==> config.mk <==
export PLATFORM = sky130hd
export DESIGN_NAME = tick_deadline_wakeup_queue_unit_flat
export DESIGN_NICKNAME = d
export VERILOG_FILES = /design/src/design/tdwq_pkg.sv /design/src/design/tdwq_intf.sv /design/src/design/tdwq_ram.sv /design/src/design/tick_deadline_wakeup_queue_unit.sv /design/src/flat_wrapper.sv
export SDC_FILE = /design/constraint.sdc
export NUM_CORES = 1
export LEC_CHECK = 0
export BUFFER_PORTS_ARGS = -buffer_cell sky130_fd_sc_hd__buf_2
export CAP_MARGIN = 20
export CORE_ASPECT_RATIO = 0.8
export CORE_MARGIN = 2
export CORE_UTILIZATION = 40
export DETAILED_ROUTE_END_ITERATION = 6
export PLACE_DENSITY = 0.56
export SYNTH_ARGS = -nofsm -noshare
export SYNTH_HDL_FRONTEND = slang
export SYNTH_HIERARCHICAL = 1
export SYNTH_SLANG_ARGS = --single-unit
==> constraint.sdc <==
create_clock -name clk_i -period 6 [get_ports clk_i]
set_input_delay 1.2 -clock clk_i [delete_from_list [all_inputs] [get_ports clk_i]]
set_output_delay 1.2 -clock clk_i [all_outputs]
set_load 0.005 [all_outputs]
==> src/design/tdwq_pkg.sv <==
// ----------------------------------------------------------------------------
// tdwq_pkg
// Shared types and constants of the tick deadline wakeup queue.
// ----------------------------------------------------------------------------
package tdwq_pkg;

  localparam int QUEUE_DEPTH_DEF = 16;
  localparam int ID_BITS_DEF     = 10;

  localparam int TICK_W = 32;
  localparam int TPS_W  = 10;
  localparam int ID_W   = 10;
  localparam int SEC_W  = 16;
  localparam int PROD_W = SEC_W - 1 + TPS_W;

  localparam logic [TPS_W-1:0] TPS_RESET = 10'd10;

  typedef enum logic {
    CMD_SLEEP = 1'b0,
    CMD_TICK  = 1'b1
  } cmd_e;

  typedef enum logic {
    KIND_SLEEP_ACK = 1'b0,
    KIND_WOKEN     = 1'b1
  } kind_e;

  typedef enum logic [1:0] {
    STAT_OK      = 2'd0,
    STAT_BAD_ARG = 2'd1,
    STAT_FULL    = 2'd2
  } status_e;

endpackage

==> src/design/tdwq_intf.sv <==
// ----------------------------------------------------------------------------
// tdwq_intf
// Valid/ready channels for request items and result items.
// ----------------------------------------------------------------------------
interface tdwq_in_if;
  logic                             valid;
  logic                             ready;
  tdwq_pkg::cmd_e                   cmd;
  logic [tdwq_pkg::ID_W-1:0]        proc_id;
  logic signed [tdwq_pkg::SEC_W-1:0] sleep_seconds;

  modport source (output valid, cmd, proc_id, sleep_seconds, input ready);
  modport sink   (input valid, cmd, proc_id, sleep_seconds, output ready);
endinterface

interface tdwq_out_if;
  logic                      valid;
  logic                      ready;
  tdwq_pkg::kind_e           kind;
  tdwq_pkg::status_e         status;
  logic [tdwq_pkg::ID_W-1:0] woken_id;
  logic                      last;

  modport source (output valid, kind, status, woken_id, last, input ready);
  modport sink   (input valid, kind, status, woken_id, last, output ready);
endinterface

==> src/design/tdwq_ram.sv <==
// ----------------------------------------------------------------------------
// tdwq_ram
// Generic simple dual-port RAM, one write and one registered read port.
// ----------------------------------------------------------------------------
module tdwq_ram #(
  parameter int WIDTH = 8,
  parameter int DEPTH = 16
) (
  input  logic                     clk_i,
  input  logic                     we_i,
  input  logic [$clog2(DEPTH)-1:0] waddr_i,
  input  logic [WIDTH-1:0]         wdata_i,
  input  logic                     re_i,
  input  logic [$clog2(DEPTH)-1:0] raddr_i,
  output logic [WIDTH-1:0]         rdata_o
);

  logic [WIDTH-1:0] mem_q [DEPTH];

  always_ff @(posedge clk_i) begin
    if (we_i) begin
      mem_q[waddr_i] <= wdata_i;
    end
    if (re_i) begin
      rdata_o <= mem_q[raddr_i];
    end
  end

endmodule

==> src/design/tick_deadline_wakeup_queue_unit.sv <==
// ----------------------------------------------------------------------------
// tick_deadline_wakeup_queue_unit
// Tick counter and wake-up queue sorted by deadline, kept in a ring in RAM.
// ----------------------------------------------------------------------------
// Sleep item: the answer passes the multiply, add, compare, put and response
//   states, one compare step per entry compared; rejected ones skip to response.
// Tick item: woken ids come from the check state, one per cycle while not stalled.
// The next item is taken in the cycle after the last result is loaded (a tick
//   that wakes nothing gives no result and returns to idle, via check if not empty).
// Reset clears counter, fill count and head, sets the rate to 10; RAM is kept.
module tick_deadline_wakeup_queue_unit #(
  parameter int QUEUE_DEPTH = tdwq_pkg::QUEUE_DEPTH_DEF,
  parameter int ID_BITS     = tdwq_pkg::ID_BITS_DEF
) (
  input  logic                       clk_i,
  input  logic                       rst_ni,
  input  logic                       cfg_we_i,
  input  logic [tdwq_pkg::TPS_W-1:0] cfg_wdata_i,
  tdwq_in_if.sink                    in_i,
  tdwq_out_if.source                 out_o
);

  localparam int AW = $clog2(QUEUE_DEPTH);
  localparam int CW = $clog2(QUEUE_DEPTH + 1);
  localparam int TW = tdwq_pkg::TICK_W;
  localparam int PW = tdwq_pkg::PROD_W;
  localparam int EW = TW + ID_BITS;
  localparam logic [AW:0] DEPTH_W = (AW + 1)'(QUEUE_DEPTH);

  typedef enum logic [6:0] {
    ST_IDLE = 7'b0000001,
    ST_MUL  = 7'b0000010,
    ST_ADD  = 7'b0000100,
    ST_CMP  = 7'b0001000,
    ST_PUT  = 7'b0010000,
    ST_RESP = 7'b0100000,
    ST_TCHK = 7'b1000000
  } state_e;

  function automatic logic [AW-1:0] ring_add(logic [AW-1:0] a, logic [AW-1:0] b);
    logic [AW:0] s;
    s = {1'b0, a} + {1'b0, b};
    if (s >= DEPTH_W) begin
      s = s - DEPTH_W;
    end
    return s[AW-1:0];
  endfunction

  state_e                     state_q, state_d;
  logic [TW-1:0]              tick_q, tick_d;
  logic [tdwq_pkg::TPS_W-1:0] tps_q;
  logic [CW-1:0]              count_q, count_d;
  logic [AW-1:0]              head_q, head_d;
  logic [AW-1:0]              j_q, j_d;
  logic [ID_BITS-1:0]         id_q, id_d;
  logic [tdwq_pkg::SEC_W-2:0] sec_q, sec_d;
  logic [PW-1:0]              prod_q, prod_d;
  logic [TW-1:0]              wake_q, wake_d;
  tdwq_pkg::status_e          status_q, status_d;
  logic                       pend_q, pend_d;
  logic [ID_BITS-1:0]         pend_id_q, pend_id_d;

  logic                       out_valid_q, out_valid_d;
  tdwq_pkg::kind_e            out_kind_q, out_kind_d;
  tdwq_pkg::status_e          out_status_q, out_status_d;
  logic [tdwq_pkg::ID_W-1:0]  out_id_q, out_id_d;
  logic                       out_last_q, out_last_d;

  logic                       ram_we, ram_re;
  logic [AW-1:0]              ram_waddr, ram_raddr;
  logic [EW-1:0]              ram_wdata, ram_rdata;
  logic [TW-1:0]              rd_wake;
  logic [ID_BITS-1:0]         rd_id;
  logic [TW:0]                wake_sum;
  logic                       out_free, due, pop, ins_we;

  tdwq_ram #(
    .WIDTH (EW),
    .DEPTH (QUEUE_DEPTH)
  ) u_ram (
    .clk_i   (clk_i),
    .we_i    (ram_we),
    .waddr_i (ram_waddr),
    .wdata_i (ram_wdata),
    .re_i    (ram_re),
    .raddr_i (ram_raddr),
    .rdata_o (ram_rdata)
  );

  assign rd_wake  = ram_rdata[ID_BITS +: TW];
  assign rd_id    = ram_rdata[ID_BITS-1:0];
  assign out_free = !out_valid_q || out_o.ready;
  assign due      = (count_q != '0) && (rd_wake <= tick_q);
  assign wake_sum = {1'b0, tick_q} + (TW + 1)'(prod_q);
  assign ins_we   = (state_q == ST_PUT);
  assign pop      = (state_q == ST_TCHK) && !(pend_q && !out_free) && due;

  assign in_i.ready     = (state_q == ST_IDLE);
  assign out_o.valid    = out_valid_q;
  assign out_o.kind     = out_kind_q;
  assign out_o.status   = out_status_q;
  assign out_o.woken_id = out_id_q;
  assign out_o.last     = out_last_q;

  always_comb begin
    state_d      = state_q;
    tick_d       = tick_q;
    count_d      = count_q;
    head_d       = head_q;
    j_d          = j_q;
    id_d         = id_q;
    sec_d        = sec_q;
    prod_d       = prod_q;
    wake_d       = wake_q;
    status_d     = status_q;
    pend_d       = pend_q;
    pend_id_d    = pend_id_q;
    out_valid_d  = out_valid_q && !out_o.ready;
    out_kind_d   = out_kind_q;
    out_status_d = out_status_q;
    out_id_d     = out_id_q;
    out_last_d   = out_last_q;
    ram_we       = 1'b0;
    ram_waddr    = '0;
    ram_wdata    = '0;
    ram_re       = 1'b0;
    ram_raddr    = '0;

    unique case (state_q)
      ST_IDLE: begin
        if (in_i.valid) begin
          if (in_i.cmd == tdwq_pkg::CMD_SLEEP) begin
            id_d = ID_BITS'(in_i.proc_id);
            if (in_i.sleep_seconds[tdwq_pkg::SEC_W-1]) begin
              status_d = tdwq_pkg::STAT_BAD_ARG;
              state_d  = ST_RESP;
            end else if (count_q == CW'(QUEUE_DEPTH)) begin
              status_d = tdwq_pkg::STAT_FULL;
              state_d  = ST_RESP;
            end else begin
              sec_d   = in_i.sleep_seconds[tdwq_pkg::SEC_W-2:0];
              state_d = ST_MUL;
            end
          end else begin
            if (tick_q != '1) begin
              tick_d = tick_q + TW'(1);
            end
            pend_d = 1'b0;
            if (count_q != '0) begin
              ram_re    = 1'b1;
              ram_raddr = head_q;
              state_d   = ST_TCHK;
            end
          end
        end
      end
      ST_MUL: begin
        prod_d  = PW'(sec_q) * PW'(tps_q);
        state_d = ST_ADD;
      end
      ST_ADD: begin
        wake_d = wake_sum[TW] ? '1 : wake_sum[TW-1:0];
        j_d    = count_q[AW-1:0];
        if (count_q == '0) begin
          state_d = ST_PUT;
        end else begin
          ram_re    = 1'b1;
          ram_raddr = ring_add(head_q, count_q[AW-1:0] - AW'(1));
          state_d   = ST_CMP;
        end
      end
      ST_CMP: begin
        if (rd_wake >= wake_q) begin
          // move entry one slot toward the tail
          ram_we    = 1'b1;
          ram_waddr = ring_add(head_q, j_q);
          ram_wdata = ram_rdata;
          j_d       = j_q - AW'(1);
          if (j_q == AW'(1)) begin
            state_d = ST_PUT;
          end else begin
            ram_re    = 1'b1;
            ram_raddr = ring_add(head_q, j_q - AW'(2));
          end
        end else begin
          state_d = ST_PUT;
        end
      end
      ST_PUT: begin
        ram_we    = 1'b1;
        ram_waddr = ring_add(head_q, j_q);
        ram_wdata = {wake_q, id_q};
        count_d   = count_q + CW'(1);
        status_d  = tdwq_pkg::STAT_OK;
        state_d   = ST_RESP;
      end
      ST_RESP: begin
        if (out_free) begin
          out_valid_d  = 1'b1;
          out_kind_d   = tdwq_pkg::KIND_SLEEP_ACK;
          out_status_d = status_q;
          out_id_d     = '0;
          out_last_d   = 1'b1;
          state_d      = ST_IDLE;
        end
      end
      ST_TCHK: begin
        // pending id goes out once the next entry tells whether it is last
        if (!(pend_q && !out_free)) begin
          if (pend_q) begin
            out_valid_d  = 1'b1;
            out_kind_d   = tdwq_pkg::KIND_WOKEN;
            out_status_d = tdwq_pkg::STAT_OK;
            out_id_d     = tdwq_pkg::ID_W'(pend_id_q);
            out_last_d   = !due;
          end
          if (due) begin
            pend_d    = 1'b1;
            pend_id_d = rd_id;
            head_d    = ring_add(head_q, AW'(1));
            count_d   = count_q - CW'(1);
            ram_re    = 1'b1;
            ram_raddr = ring_add(head_q, AW'(1));
          end else begin
            pend_d  = 1'b0;
            state_d = ST_IDLE;
          end
        end
      end
      default: begin
        state_d = ST_IDLE;
      end
    endcase
  end

  always_ff @(posedge clk_i or negedge rst_ni) begin
    if (!rst_ni) begin
      state_q     <= ST_IDLE;
      tick_q      <= '0;
      tps_q       <= tdwq_pkg::TPS_RESET;
      count_q     <= '0;
      head_q      <= '0;
      pend_q      <= 1'b0;
      out_valid_q <= 1'b0;
    end else begin
      state_q     <= state_d;
      tick_q      <= tick_d;
      count_q     <= count_d;
      head_q      <= head_d;
      pend_q      <= pend_d;
      out_valid_q <= out_valid_d;
      if (cfg_we_i) begin
        tps_q <= cfg_wdata_i;
      end
    end
  end

  always_ff @(posedge clk_i) begin
    j_q          <= j_d;
    id_q         <= id_d;
    sec_q        <= sec_d;
    prod_q       <= prod_d;
    wake_q       <= wake_d;
    status_q     <= status_d;
    pend_id_q    <= pend_id_d;
    out_kind_q   <= out_kind_d;
    out_status_q <= out_status_d;
    out_id_q     <= out_id_d;
    out_last_q   <= out_last_d;
  end

  a_count_bound: assert property (@(posedge clk_i) disable iff (!rst_ni)
    count_q <= CW'(QUEUE_DEPTH))
    else $error("queue fill count above depth");

  a_pop_nonempty: assert property (@(posedge clk_i) disable iff (!rst_ni)
    pop |-> count_q != '0)
    else $error("pop from empty queue");

  a_insert_count: assert property (@(posedge clk_i) disable iff (!rst_ni)
    ins_we |=> count_q == $past(count_q) + CW'(1))
    else $error("insert did not grow fill count");

  a_no_rw_clash: assert property (@(posedge clk_i) disable iff (!rst_ni)
    (ram_we && ram_re) |-> ram_waddr != ram_raddr)
    else $error("RAM read and write to same entry");

  a_woken_status: assert property (@(posedge clk_i) disable iff (!rst_ni)
    (out_valid_q && out_kind_q == tdwq_pkg::KIND_WOKEN) |->
      out_status_q == tdwq_pkg::STAT_OK)
    else $error("woken item with non-ok status");

endmodule
==> src/flat_wrapper.sv <==
// flat-port wrapper written by rule: the top's interface ports become plain ports
module tick_deadline_wakeup_queue_unit_flat 
#(
  parameter int QUEUE_DEPTH = tdwq_pkg::QUEUE_DEPTH_DEF,
  parameter int ID_BITS     = tdwq_pkg::ID_BITS_DEF
)
  (clk_i, rst_ni, cfg_we_i, cfg_wdata_i, in_i_valid, in_i_cmd, in_i_proc_id, in_i_sleep_seconds, in_i_ready, out_o_valid, out_o_kind, out_o_status, out_o_woken_id, out_o_last, out_o_ready);
  tdwq_in_if in_i_i ();
  tdwq_out_if out_o_i ();
  input  logic clk_i;
  input  logic rst_ni;
  input  logic cfg_we_i;
  input  logic [tdwq_pkg::TPS_W-1:0] cfg_wdata_i;
  input wire logic [$bits(in_i_i.valid)-1:0] in_i_valid;
  input wire logic [$bits(in_i_i.cmd)-1:0] in_i_cmd;
  input wire logic [$bits(in_i_i.proc_id)-1:0] in_i_proc_id;
  input wire logic [$bits(in_i_i.sleep_seconds)-1:0] in_i_sleep_seconds;
  output wire logic [$bits(in_i_i.ready)-1:0] in_i_ready;
  output wire logic [$bits(out_o_i.valid)-1:0] out_o_valid;
  output wire logic [$bits(out_o_i.kind)-1:0] out_o_kind;
  output wire logic [$bits(out_o_i.status)-1:0] out_o_status;
  output wire logic [$bits(out_o_i.woken_id)-1:0] out_o_woken_id;
  output wire logic [$bits(out_o_i.last)-1:0] out_o_last;
  input wire logic [$bits(out_o_i.ready)-1:0] out_o_ready;
  assign in_i_i.valid = in_i_valid;
  assign in_i_i.cmd = in_i_cmd;
  assign in_i_i.proc_id = in_i_proc_id;
  assign in_i_i.sleep_seconds = in_i_sleep_seconds;
  assign in_i_ready = in_i_i.ready;
  assign out_o_valid = out_o_i.valid;
  assign out_o_kind = out_o_i.kind;
  assign out_o_status = out_o_i.status;
  assign out_o_woken_id = out_o_i.woken_id;
  assign out_o_last = out_o_i.last;
  assign out_o_i.ready = out_o_ready;
  tick_deadline_wakeup_queue_unit #(.QUEUE_DEPTH(QUEUE_DEPTH), .ID_BITS(ID_BITS)) u_core (.clk_i(clk_i), .rst_ni(rst_ni), .cfg_we_i(cfg_we_i), .cfg_wdata_i(cfg_wdata_i), .in_i(in_i_i), .out_o(out_o_i));
endmodule
==> impl_metrics.toml, run 1 <==
[route]
vias_per_cell = 5.517
drt_iter0_drc = 2158
drt-pass1-iter-count = 6
wirelength_mm = 102.4
drt-wirelength-per-cell_um = 24.39
drc = 0
via_count = 23160
ant_nets = 0

[placed_design]
dpl.hpwl_mm = 64.84
io_buffer_count = 57
gp_congestion = 0.8564
placed_area_mm2 = 0.04442

[critical_path]
reg2reg_setup_slack_ps = 270
r2r_cells = 19
path_class = "reg2reg"
cp.arrival_ps = 6140
rr_startpoint = "u_core/tps_q[1]"
start_kind = "register"
critPathCaptureType = "register"
crit_fanout = 16
rr_endpoint = "u_core/prod_q[24]"
required_ps = 6410

[timing]
setup_violations = 0
fmax_ghz = 0.1745
final_hold_viol_count = 0
slew_viol_final = 0
fin_crit_sh_pct = 95.53
tightest_slew_ps = 1038
min_period_ps = 5732
fin_worst_skew_ps = 47.15
hold_ws_ps = 467.4
timing.slew.headroom_pct = 30.83

[synthesis]
synth_most_common_cell = "edfxtp_1"
synthTopCellsByArea = "edfxtp_1 (59%), mux4_2 (9.1%), fa_1 (5.1%)"
synth-async-reset-ratio_pct = 6.772
synth_seq_cells = 886
synth_common_cells = "edfxtp_1 (826), nand2_1 (201), inv_1 (195), ha_1 (168), mux4_2 (168)"
synth_nets = 2918
ys_types = 89
yosysTopAreaCellShare_pct = 59.45
synth_seq_area_share_pct = 63.05
avgSynthCellArea_um2 = 16.04
synth_edf_count = 826
synth_cells = 2601
synth_flop_cell = "edfxtp_1"
yosysTopAreaCell = "edfxtp_1"
ys_warn_count = 6
syn-cell-area_mm2 = 0.04173

[power_and_ir_drop]
power.density_mw_per_mm2 = 378.0
ir_drop_uv = 415.2
p_leak_nw = 18.61

[floorplan]
pin_count = 58
coreArea_mm2 = 0.1030
start_util_pct = 40.51
die-area_mm2 = 0.1069
die_width_um = 365.1
die_y_um = 292.9
num_rows = 105

[min_path]
min_path_cells = 0
hp-start = "u_core/u_ram/rdata_o[4]"
hold_end = "u_core/pend_id_q[4]"
hp-class = "reg2reg"

[clock_network]
worstSkewPairLatency_ps = 700
cts_tree = "built"
path_clk_slew_ps = 60
numCtsBuffers = 90
cts.root.buffer_cell = "clkbuf_16"
clockBufferDepth = 3
htreeDepth = 3
cts.sinks = 886

[cells_and_area]
drive_gt1_share_pct = 18.57
fin_area_mm2 = 0.04738
diodes = 0
syn_to_final_growth_pct = 13.56
final_nets = 3050

[flow_run]
maxCapViolations = 0

[status]
status = "finished, final reports clean"

[grt]
grt_overflow = 0
grt_pass1_vias = 23930
gr-usage-all-layers_pct = 19.46
grt_max_degree = 61
grt_pass1_wl_mm = 154.1
antenna_found_initial = 1
power by group:
part | total [mW] | switching (mW) | internal (mW)
Sequential | 7.30 | 0.216 | 7.08
Clock | 5.54 | 2.48 | 3.06
Combinational | 5.07 | 2.91 | 2.16
layout make-up:
type / count / area (um2)
Clock inverter: 59 / 606.8
Clock buffer: 106 / 2312
Sequential cell: 886 / 26320
Timing Repair Buffer: 143 / 1356
Multi-Input combinational cell: 1416 / 14310
Inverter: 196 / 735.7
Tap cell: 1391 / 1740
Fill cell: 8992 / 55620
flip-flops by register name, indices dropped and copies added, names as in the netlist:
| name | cells |
|---|---|
| u_core/j_q | 4 |
| u_core/out_o.valid | 1 |
| u_core/pend_id_q | 10 |
| u_core/out_o.status | 2 |
| u_core/count_q | 5 |
| u_core/pend_q | 1 |
| u_core/u_ram/mem_q | 672 |
| u_core/out_o.kind | 1 |
| u_core/out_o.last | 1 |
| u_core/out_o.woken_id | 10 |
| u_core/tick_q | 32 |
| u_core/status_q | 2 |
| u_core/wake_q | 32 |
| u_core/prod_q | 25 |
| u_core/tps_q | 10 |
| u_core/sec_q | 15 |
| u_core/u_ram/rdata_o | 42 |
| u_core/id_q | 10 |
| u_core/state_q | 7 |
| u_core/head_q | 4 |
cells in the final DEF (no fill, tap or decap), drive strengths merged, types with 7 or more instances in the layout:
cell type  count
edfxtp       826
nand2        201
inv          200
ha           168
mux4         168
buf          142
fa           107
clkbuf       107
and2          94
a22oi         87
xnor2         66
a21oi         63
nor2          61
dfrtp         57
a21o          44
o21ai         42
clkinv        42
a22o          41
nand4         30
nor3          26
nand3         25
xor2          23
mux2          16
nand2b        14
nor2b         13
o21a          11
and3          11
a31oi          9
clkinvlp       7
o211ai         7
o21bai         7
cells by family (layout without fill, tap and decap cells):
| kind of cell | Yosys count | count (layout) | synth area share, % |
|---|---|---|---|
| buf+inv | 299 | 504 | 3.083 |
| flops | 886 | 886 | 63.05 |
| xor+xnor | 89 | 89 | 1.868 |
| fa+ha+maj | 275 | 275 | 10.17 |
| compound gates | 352 | 352 | 5.994 |
| mux | 185 | 185 | 9.524 |
| simple gates | 515 | 515 | 6.306 |
repair_timing:
action,4_1_cts,5_1_grt
setup buffers,0,2
gates resized for setup,0,6
hold buffers,0,0
setup endpoints to repair,0,3
per-layer routing:
layer,track usage [%],wire (um),vias up
li1,-,-,10180
met1,27.60,46520,12220
met2,30.94,48090,618
met3,3.527,5369,143
met4,5.119,2389,0
met5,0,0,-
worst max-delay path: stages (launching register included):
cell and delay [ps]:
dfstp_4 730, nand2_1 100, fa_1 550, inv_1 60, fa_1 490, fa_1 520
fa_1 550, inv_1 50, fa_1 530, inv_1 50, ha_1 360, o211ai_1 140
o21ai_0 160, o211ai_1 110, buf_4 160, o2111ai_1 280, nand2_1 150, o2111ai_1 230
a21oi_1 100, xor2_1 140
metrics by stage:
stage               TNS (ps)  power (mW)  utilization, %  std cells  setup slack, ps
finish                     0       17.91           46.00       4197            268.5
global route          -11.30       19.00           46.00       4197           -11.30
CTS                        0       18.07           45.96       4194            149.7
detailed placement         0       12.45           43.13       4029            163.4
global placement           0       12.37           43.13       4029            261.7
floorplan                  0       11.08               -       2601            23.11
how the worst max path moves through the flow:
stage / startpoint / to / slack, ps
after floorplan: u_core/u_ram/rdata_o[35] / u_core/u_ram/mem_q[0][0] / 20
after global placement: u_core/tps_q[3] / u_core/prod_q[24] / 260
after detailed placement: u_core/tps_q[3] / u_core/prod_q[24] / 160
after CTS: u_core/tps_q[3] / u_core/prod_q[24] / 150
after global routing: u_core/tps_q[1] / u_core/prod_q[24] / -10
final: u_core/tps_q[1] / u_core/prod_q[24] / 270
(Power assumes the default switching activity.)
==> run 2, diff against run 1 <==
- CORE_UTILIZATION: 40 -> 57
- PLACE_DENSITY: 0.56 -> 0.75
==> run 2 against run 1 <==
Against the previous run:
- sequential power about the same
- critical endpoint unchanged
- sequential share of layout area up 1.4 points
- clock power down 3%
- largest power group unchanged
- worst setup slack better by 26 ps
- hold slack worse by 10 ps
- cell count down 12%
- global-route usage up 6.3 points
==> impl_metrics.toml, run 2 (synthesized netlist as in run 1, its figures left out) <==
[cells_and_area]
largest_reg_flops = 672
layout_common_cells = "edfxtp_1 (826), nand2_1 (201), inv_1 (195), ha_1 (168), mux4_2 (168)"
fillers = 4981
layout_commonest_cell = "edfxtp_1"
syn_to_final_growth_pct = 10.76
diodes = 0
final_core_util_pct = 63.98
drive_gt1_share_pct = 17.46
reg.largest.list = "u_core/u_ram/mem_q (672), u_core/u_ram/rdata_o (42)"
regMostFlops = "u_core/u_ram/mem_q"
final_nets = 3019

[min_path]
hp-class = "reg2reg"
hp-start = "u_core/u_ram/rdata_o[8]"
min_path_cells = 0
hold_end = "u_core/pend_id_q[8]"

[route]
drt-pass1-iter-count = 5
drt-wirelength-per-cell_um = 25.60
via_count = 23240
wirelength_mm = 95.01
drt_iter0_drc = 2290
ant_nets = 0
drc = 0
vias_per_cell = 6.261

[clock_network]
cts_setup_buffers = 0
clockBufferDepth = 3
numCtsBuffers = 84
htreeDepth = 3
worstSkewPairLatency_ps = 670
cts.root.buffer_cell = "clkbuf_16"
cts.sinks = 886
path_clk_slew_ps = 60
cts_tree = "built"

[placed_design]
io_buffer_count = 57
dpl.hpwl_mm = 58.08
gp_congestion = 0.8868

[critical_path]
rr_startpoint = "u_core/tps_q[1]"
required_ps = 6420
path_class = "reg2reg"
reg2reg_setup_slack_ps = 290
start_kind = "register"
critPathCaptureType = "register"
crit_fanout = 16
cp.arrival_ps = 6130
rr_endpoint = "u_core/prod_q[24]"
r2r_cells = 20

[timing]
finalSetupTns_ps = 0
setup_violations = 0
timing.slew.headroom_pct = 40.02
fin_worst_skew_ps = 22.05
final_hold_viol_count = 0
slew_viol_final = 0
tightest_slew_ps = 877.0
min_period_ps = 5706
fin_crit_sh_pct = 95.09
fmax_ghz = 0.1753
rsz0062_at_grt = "no"

[floorplan]
pin_count = 58
die_width_um = 306.5
start_util_pct = 57.77
num_rows = 88
coreArea_mm2 = 0.07223
die-area_mm2 = 0.07540
die_y_um = 246.0

[grt]
grt_max_degree = 73
grt_overflow = 0
grt_pass1_vias = 23990
gr-usage-all-layers_pct = 25.73
antenna_found_initial = 1
grt_pass1_wl_mm = 144.1

[power_and_ir_drop]
p_leak_nw = 18.34
total_power_mw = 17.64
power.density_mw_per_mm2 = 381.7
ir_drop_uv = 376.5

[flow_run]
maxCapViolations = 0

[status]
status = "finished, final reports clean"
run 2: layout make-up:
class | count | area, um2 | share of cell area [%]
sequential | 886 | 26320 | 56.96
multi-input combinational | 1416 | 14330 | 31.00
clock buffer | 100 | 2192 | 4.743
tap | 945 | 1182 | 2.558
timing repair buffer | 118 | 863.3 | 1.868
inverter | 196 | 735.7 | 1.592
clock inverter | 50 | 594.3 | 1.286
run 2: routing by layer:
metal | up-vias | track usage, % | wire (um)
met4 | 0 | 9.069 | 3180
met5 | - | 0 | 0
met3 | 178 | 4.680 | 7431
li1 | 10100 | - | -
met1 | 11970 | 36.00 | 38960
met2 | 981 | 41.18 | 45440
run 2: stage by stage:
step	worst slack [ps]	instance area, um2	instances	hold WS, ps
3_5_place_dp	202.3	43380	3560	437.8
2_1_floorplan	23.11	41730	2601	427.3
4_1_cts	198.1	46160	3710	459.9
3_3_place_gp	263.3	43380	3560	435.4
6_report	294.4	46210	3711	457.1
5_1_grt	25.88	46210	3711	466.4
run 2: power breakdown:
group / switching [mW] / internal, mW / leakage, nW / total [mW]
Combinational: 2.87 / 2.11 / 7.16 / 4.98
Sequential: 0.220 / 7.08 / 9.84 / 7.30
Clock: 2.33 / 3.03 / 1.33 / 5.36
run 2: critical path: stages, from the launching register on:
cell and delay (ps):
dfstp_4 710, nand2_1 100, fa_1 540, inv_1 50, fa_1 500, inv_1 50, fa_1 480, inv_1 50
fa_1 520, inv_1 50, fa_1 520, inv_1 40, ha_1 380, nor3_1 110, o21ai_0 200, o211ai_1 170
o2111ai_1 320, nand2_1 150, o2111ai_1 240, a21oi_1 110, xor2_1 140
run 2: how the worst max path moves through the flow:
| stage | start | endpoint | slack (ps) | cells past startpoint |
|---|---|---|---|---|
| after detailed placement | u_core/tps_q[3] | u_core/prod_q[23] | 200 | 18 |
| final | u_core/tps_q[1] | u_core/prod_q[24] | 290 | 20 |
| after floorplan | u_core/u_ram/rdata_o[35] | u_core/u_ram/mem_q[0][0] | 20 | 11 |
| after global routing | u_core/tps_q[1] | u_core/prod_q[24] | 30 | 18 |
| after CTS | u_core/tps_q[3] | u_core/prod_q[23] | 200 | 18 |
| after global placement | u_core/tps_q[1] | u_core/prod_q[23] | 260 | 19 |
run 2: what timing repair did:
item	in CTS	in global routing
hold buffers	0	0
gates resized for setup	0	9
setup endpoints to repair	0	3
==> run 3, diff against run 2 <==
- ABC_CLOCK_PERIOD_IN_PS: unset -> 6000
- CORE_MARGIN: 2 -> 4
- SYNTH_HIERARCHICAL: 1 -> unset
==> run 3 against run 2 <==
Against the previous run:
- final area increased by 4.4%
- sequential power increased by 3%
- synthesized area increased by 2.5%
- critical path type unchanged
- largest cell class unchanged
- highest routed layer unchanged
==> impl_metrics.toml, run 3 <==
[placed_design]
dpl.hpwl_mm = 59.98
gp_congestion = 0.8642
io_buffer_count = 57

[power_and_ir_drop]
p_int_mw = 13.35
swShare_pct = 31.89
p_leak_nw = 18.75
clkPwrFrac_pct = 29.5
combPwrFrac_pct = 32.2
seq_power_share_pct = 38.3
power.density_mw_per_mm2 = 406.3
ir_drop_uv = 500.3
p_switching_mw = 6.250

[synthesis]
synth_common_cells = "edfxtp_1 (826), nand2_1 (321), mux2i_1 (211), inv_1 (199), ha_1 (168)"
synthTopCellsByArea = "edfxtp_1 (58%), fa_1 (5.0%), mux2i_1 (4.9%)"
synth_seq_cells = 886
syn-cell-area_mm2 = 0.04275
synth_edf_count = 826
synth-async-reset-ratio_pct = 6.772
synth_flop_cell = "edfxtp_1"
synth_cells = 3052
yosysTopAreaCell = "edfxtp_1"
avgSynthCellArea_um2 = 14.01
ys_warn_count = 0
yosysTopAreaCellShare_pct = 58.02
synth_seq_area_share_pct = 61.54
synth_most_common_cell = "edfxtp_1"
ys_types = 76
synth_nets = 3369

[critical_path]
startpoint = "u_core.tps_q[1]"
endpoint = "u_core.prod_q[24]"
r2r_cells = 21
required_ps = 6390
crit_fanout = 3
reg2reg_setup_slack_ps = 170
rr_startpoint = "u_core.tps_q[1]"
rr_endpoint = "u_core.prod_q[24]"
path_class = "reg2reg"
start_kind = "register"
critPathCaptureType = "register"
cp.arrival_ps = 6230

[clock_network]
cts.root.buffer_cell = "clkbuf_16"
numCtsBuffers = 87
worstSkewPairLatency_ps = 650
htreeDepth = 3
clockBufferDepth = 3
cts.sinks = 886
cts_tree = "built"
path_clk_slew_ps = 70

[flow_run]
maxCapViolations = 0

[timing]
tightest_slew_ps = 914.7
fmax_ghz = 0.1714
final_hold_viol_count = 0
setup_violations = 0
slew_viol_final = 0
min_period_ps = 5834
hold_ws_ps = 452.7
fin_crit_sh_pct = 97.23
timing.slew.headroom_pct = 39.02
fin_worst_skew_ps = 17.65

[status]
status = "finished, final reports clean"

[route]
wirelength_mm = 98.91
drc = 0
drt-pass1-iter-count = 6
drt_iter0_drc = 2814
vias_per_cell = 6.020
via_count = 25720
ant_nets = 0
drt-wirelength-per-cell_um = 23.15

[grt]
gr-usage-all-layers_pct = 24.95
grt_pass1_wl_mm = 151.4
grt_pass1_vias = 25620
antenna_found_initial = 0
grt_overflow = 0
grt_max_degree = 70

[cells_and_area]
largest_reg_flops = 672
drive_gt1_share_pct = 16.05
layout_commonest_cell = "edfxtp_1"
final_nets = 3516
fillers = 5162
regMostFlops = "u_core.u_ram.mem_q"
syn_to_final_growth_pct = 12.82
layout_common_cells = "edfxtp_1 (826), nand2_1 (317), mux2i_1 (211), inv_1 (197), ha_1 (165)"
reg.largest.list = "u_core.u_ram.mem_q (672), u_core.u_ram.rdata_o (42)"
final_core_util_pct = 65.14
diodes = 0

[floorplan]
num_rows = 89
die-area_mm2 = 0.07948
die_width_um = 314.2
coreArea_mm2 = 0.07405
start_util_pct = 57.73
die_y_um = 253.0
pin_count = 58

[min_path]
hp-class = "reg2reg"
[run 3: through the flow]
step	setup WS, ps	area, um2	cells	setup TNS, ps	power [mW]
detailed placement	-68.09	44990	4102	-68.09	13.77
finish	166.3	48240	4273	0	19.60
global route	-4.523	48240	4273	-4.523	20.71
CTS	26.16	48050	4264	0	19.59
floorplan	49.57	42760	3052	0	12.13
global placement	-22.51	44990	4101	-22.51	13.57
[run 3: layout make-up]
type	instances	area (um2)	area share (%)
Timing Repair Buffer	186	1607	3.331
Tap cell	1001	1252	2.597
Clock inverter	67	827.0	1.715
Inverter	199	747.0	1.549
Sequential cell	886	26310	54.54
Clock buffer	95	2228	4.620
Multi-Input combinational cell	1839	15260	31.65
[run 3: cell families after synthesis]
family          synth area share [%]
compound gates                 7.284
xor+xnor                       1.946
fa+ha+maj                      9.927
buf+inv                        3.386
flops                          61.54
mux                            8.549
simple gates                   7.369
[run 3: power by group through the flow]
stage	logic (mW)	clock network, mW	registers [mW]
final	6.32	5.78	7.50
after floorplan	4.62	0	7.50
after global placement	5.96	0	7.61
after detailed placement	6.15	0	7.62
after CTS	6.24	5.86	7.50
after global routing	7.05	6.14	7.52
[run 3: how the worst min path moves through the flow]
stage	start	to	cells after the start
finish	u_core.u_ram.rdata_o[0]	u_core.pend_id_q[0]	0
global route	u_core.u_ram.rdata_o[0]	u_core.pend_id_q[0]	0
CTS	u_core.u_ram.rdata_o[0]	u_core.pend_id_q[0]	0
detailed placement	u_core.u_ram.rdata_o[0]	u_core.pend_id_q[0]	0
global placement	u_core.u_ram.rdata_o[4]	u_core.pend_id_q[4]	0
floorplan	u_core.u_ram.rdata_o[0]	u_core.pend_id_q[0]	0
[run 3: what timing repair did]
action / CTS / global route
hold buffers: 0 / 0
pin swaps: 2 / 22
endpoints found under the setup margin: 2 / 3
buffers inserted: 0 / 4
resized for setup: 2 / 19
[run 3: per-layer routing]
layer	part of all wire, %	GRT usage [%]
met5	0	0
met4	2.6	6.990
met3	8.5	4.754
met2	46	38.92
met1	43	36.34
[run 3: worst max-delay path, stage by stage, from the launching register on]
cell and delay [ps]:
dfstp_2 570, nand2_2 70, fa_1 530, inv_1 50, fa_1 500, inv_2 40
fa_1 510, inv_2 40, fa_1 470, inv_1 50, fa_1 510, inv_1 50
ha_2 160, or3_4 330, o22a_1 250, a41o_1 230, o2111a_2 290, a311o_1 370
a211oi_2 210, o21bai_1 100, a21oi_2 160, xnor2_1 80
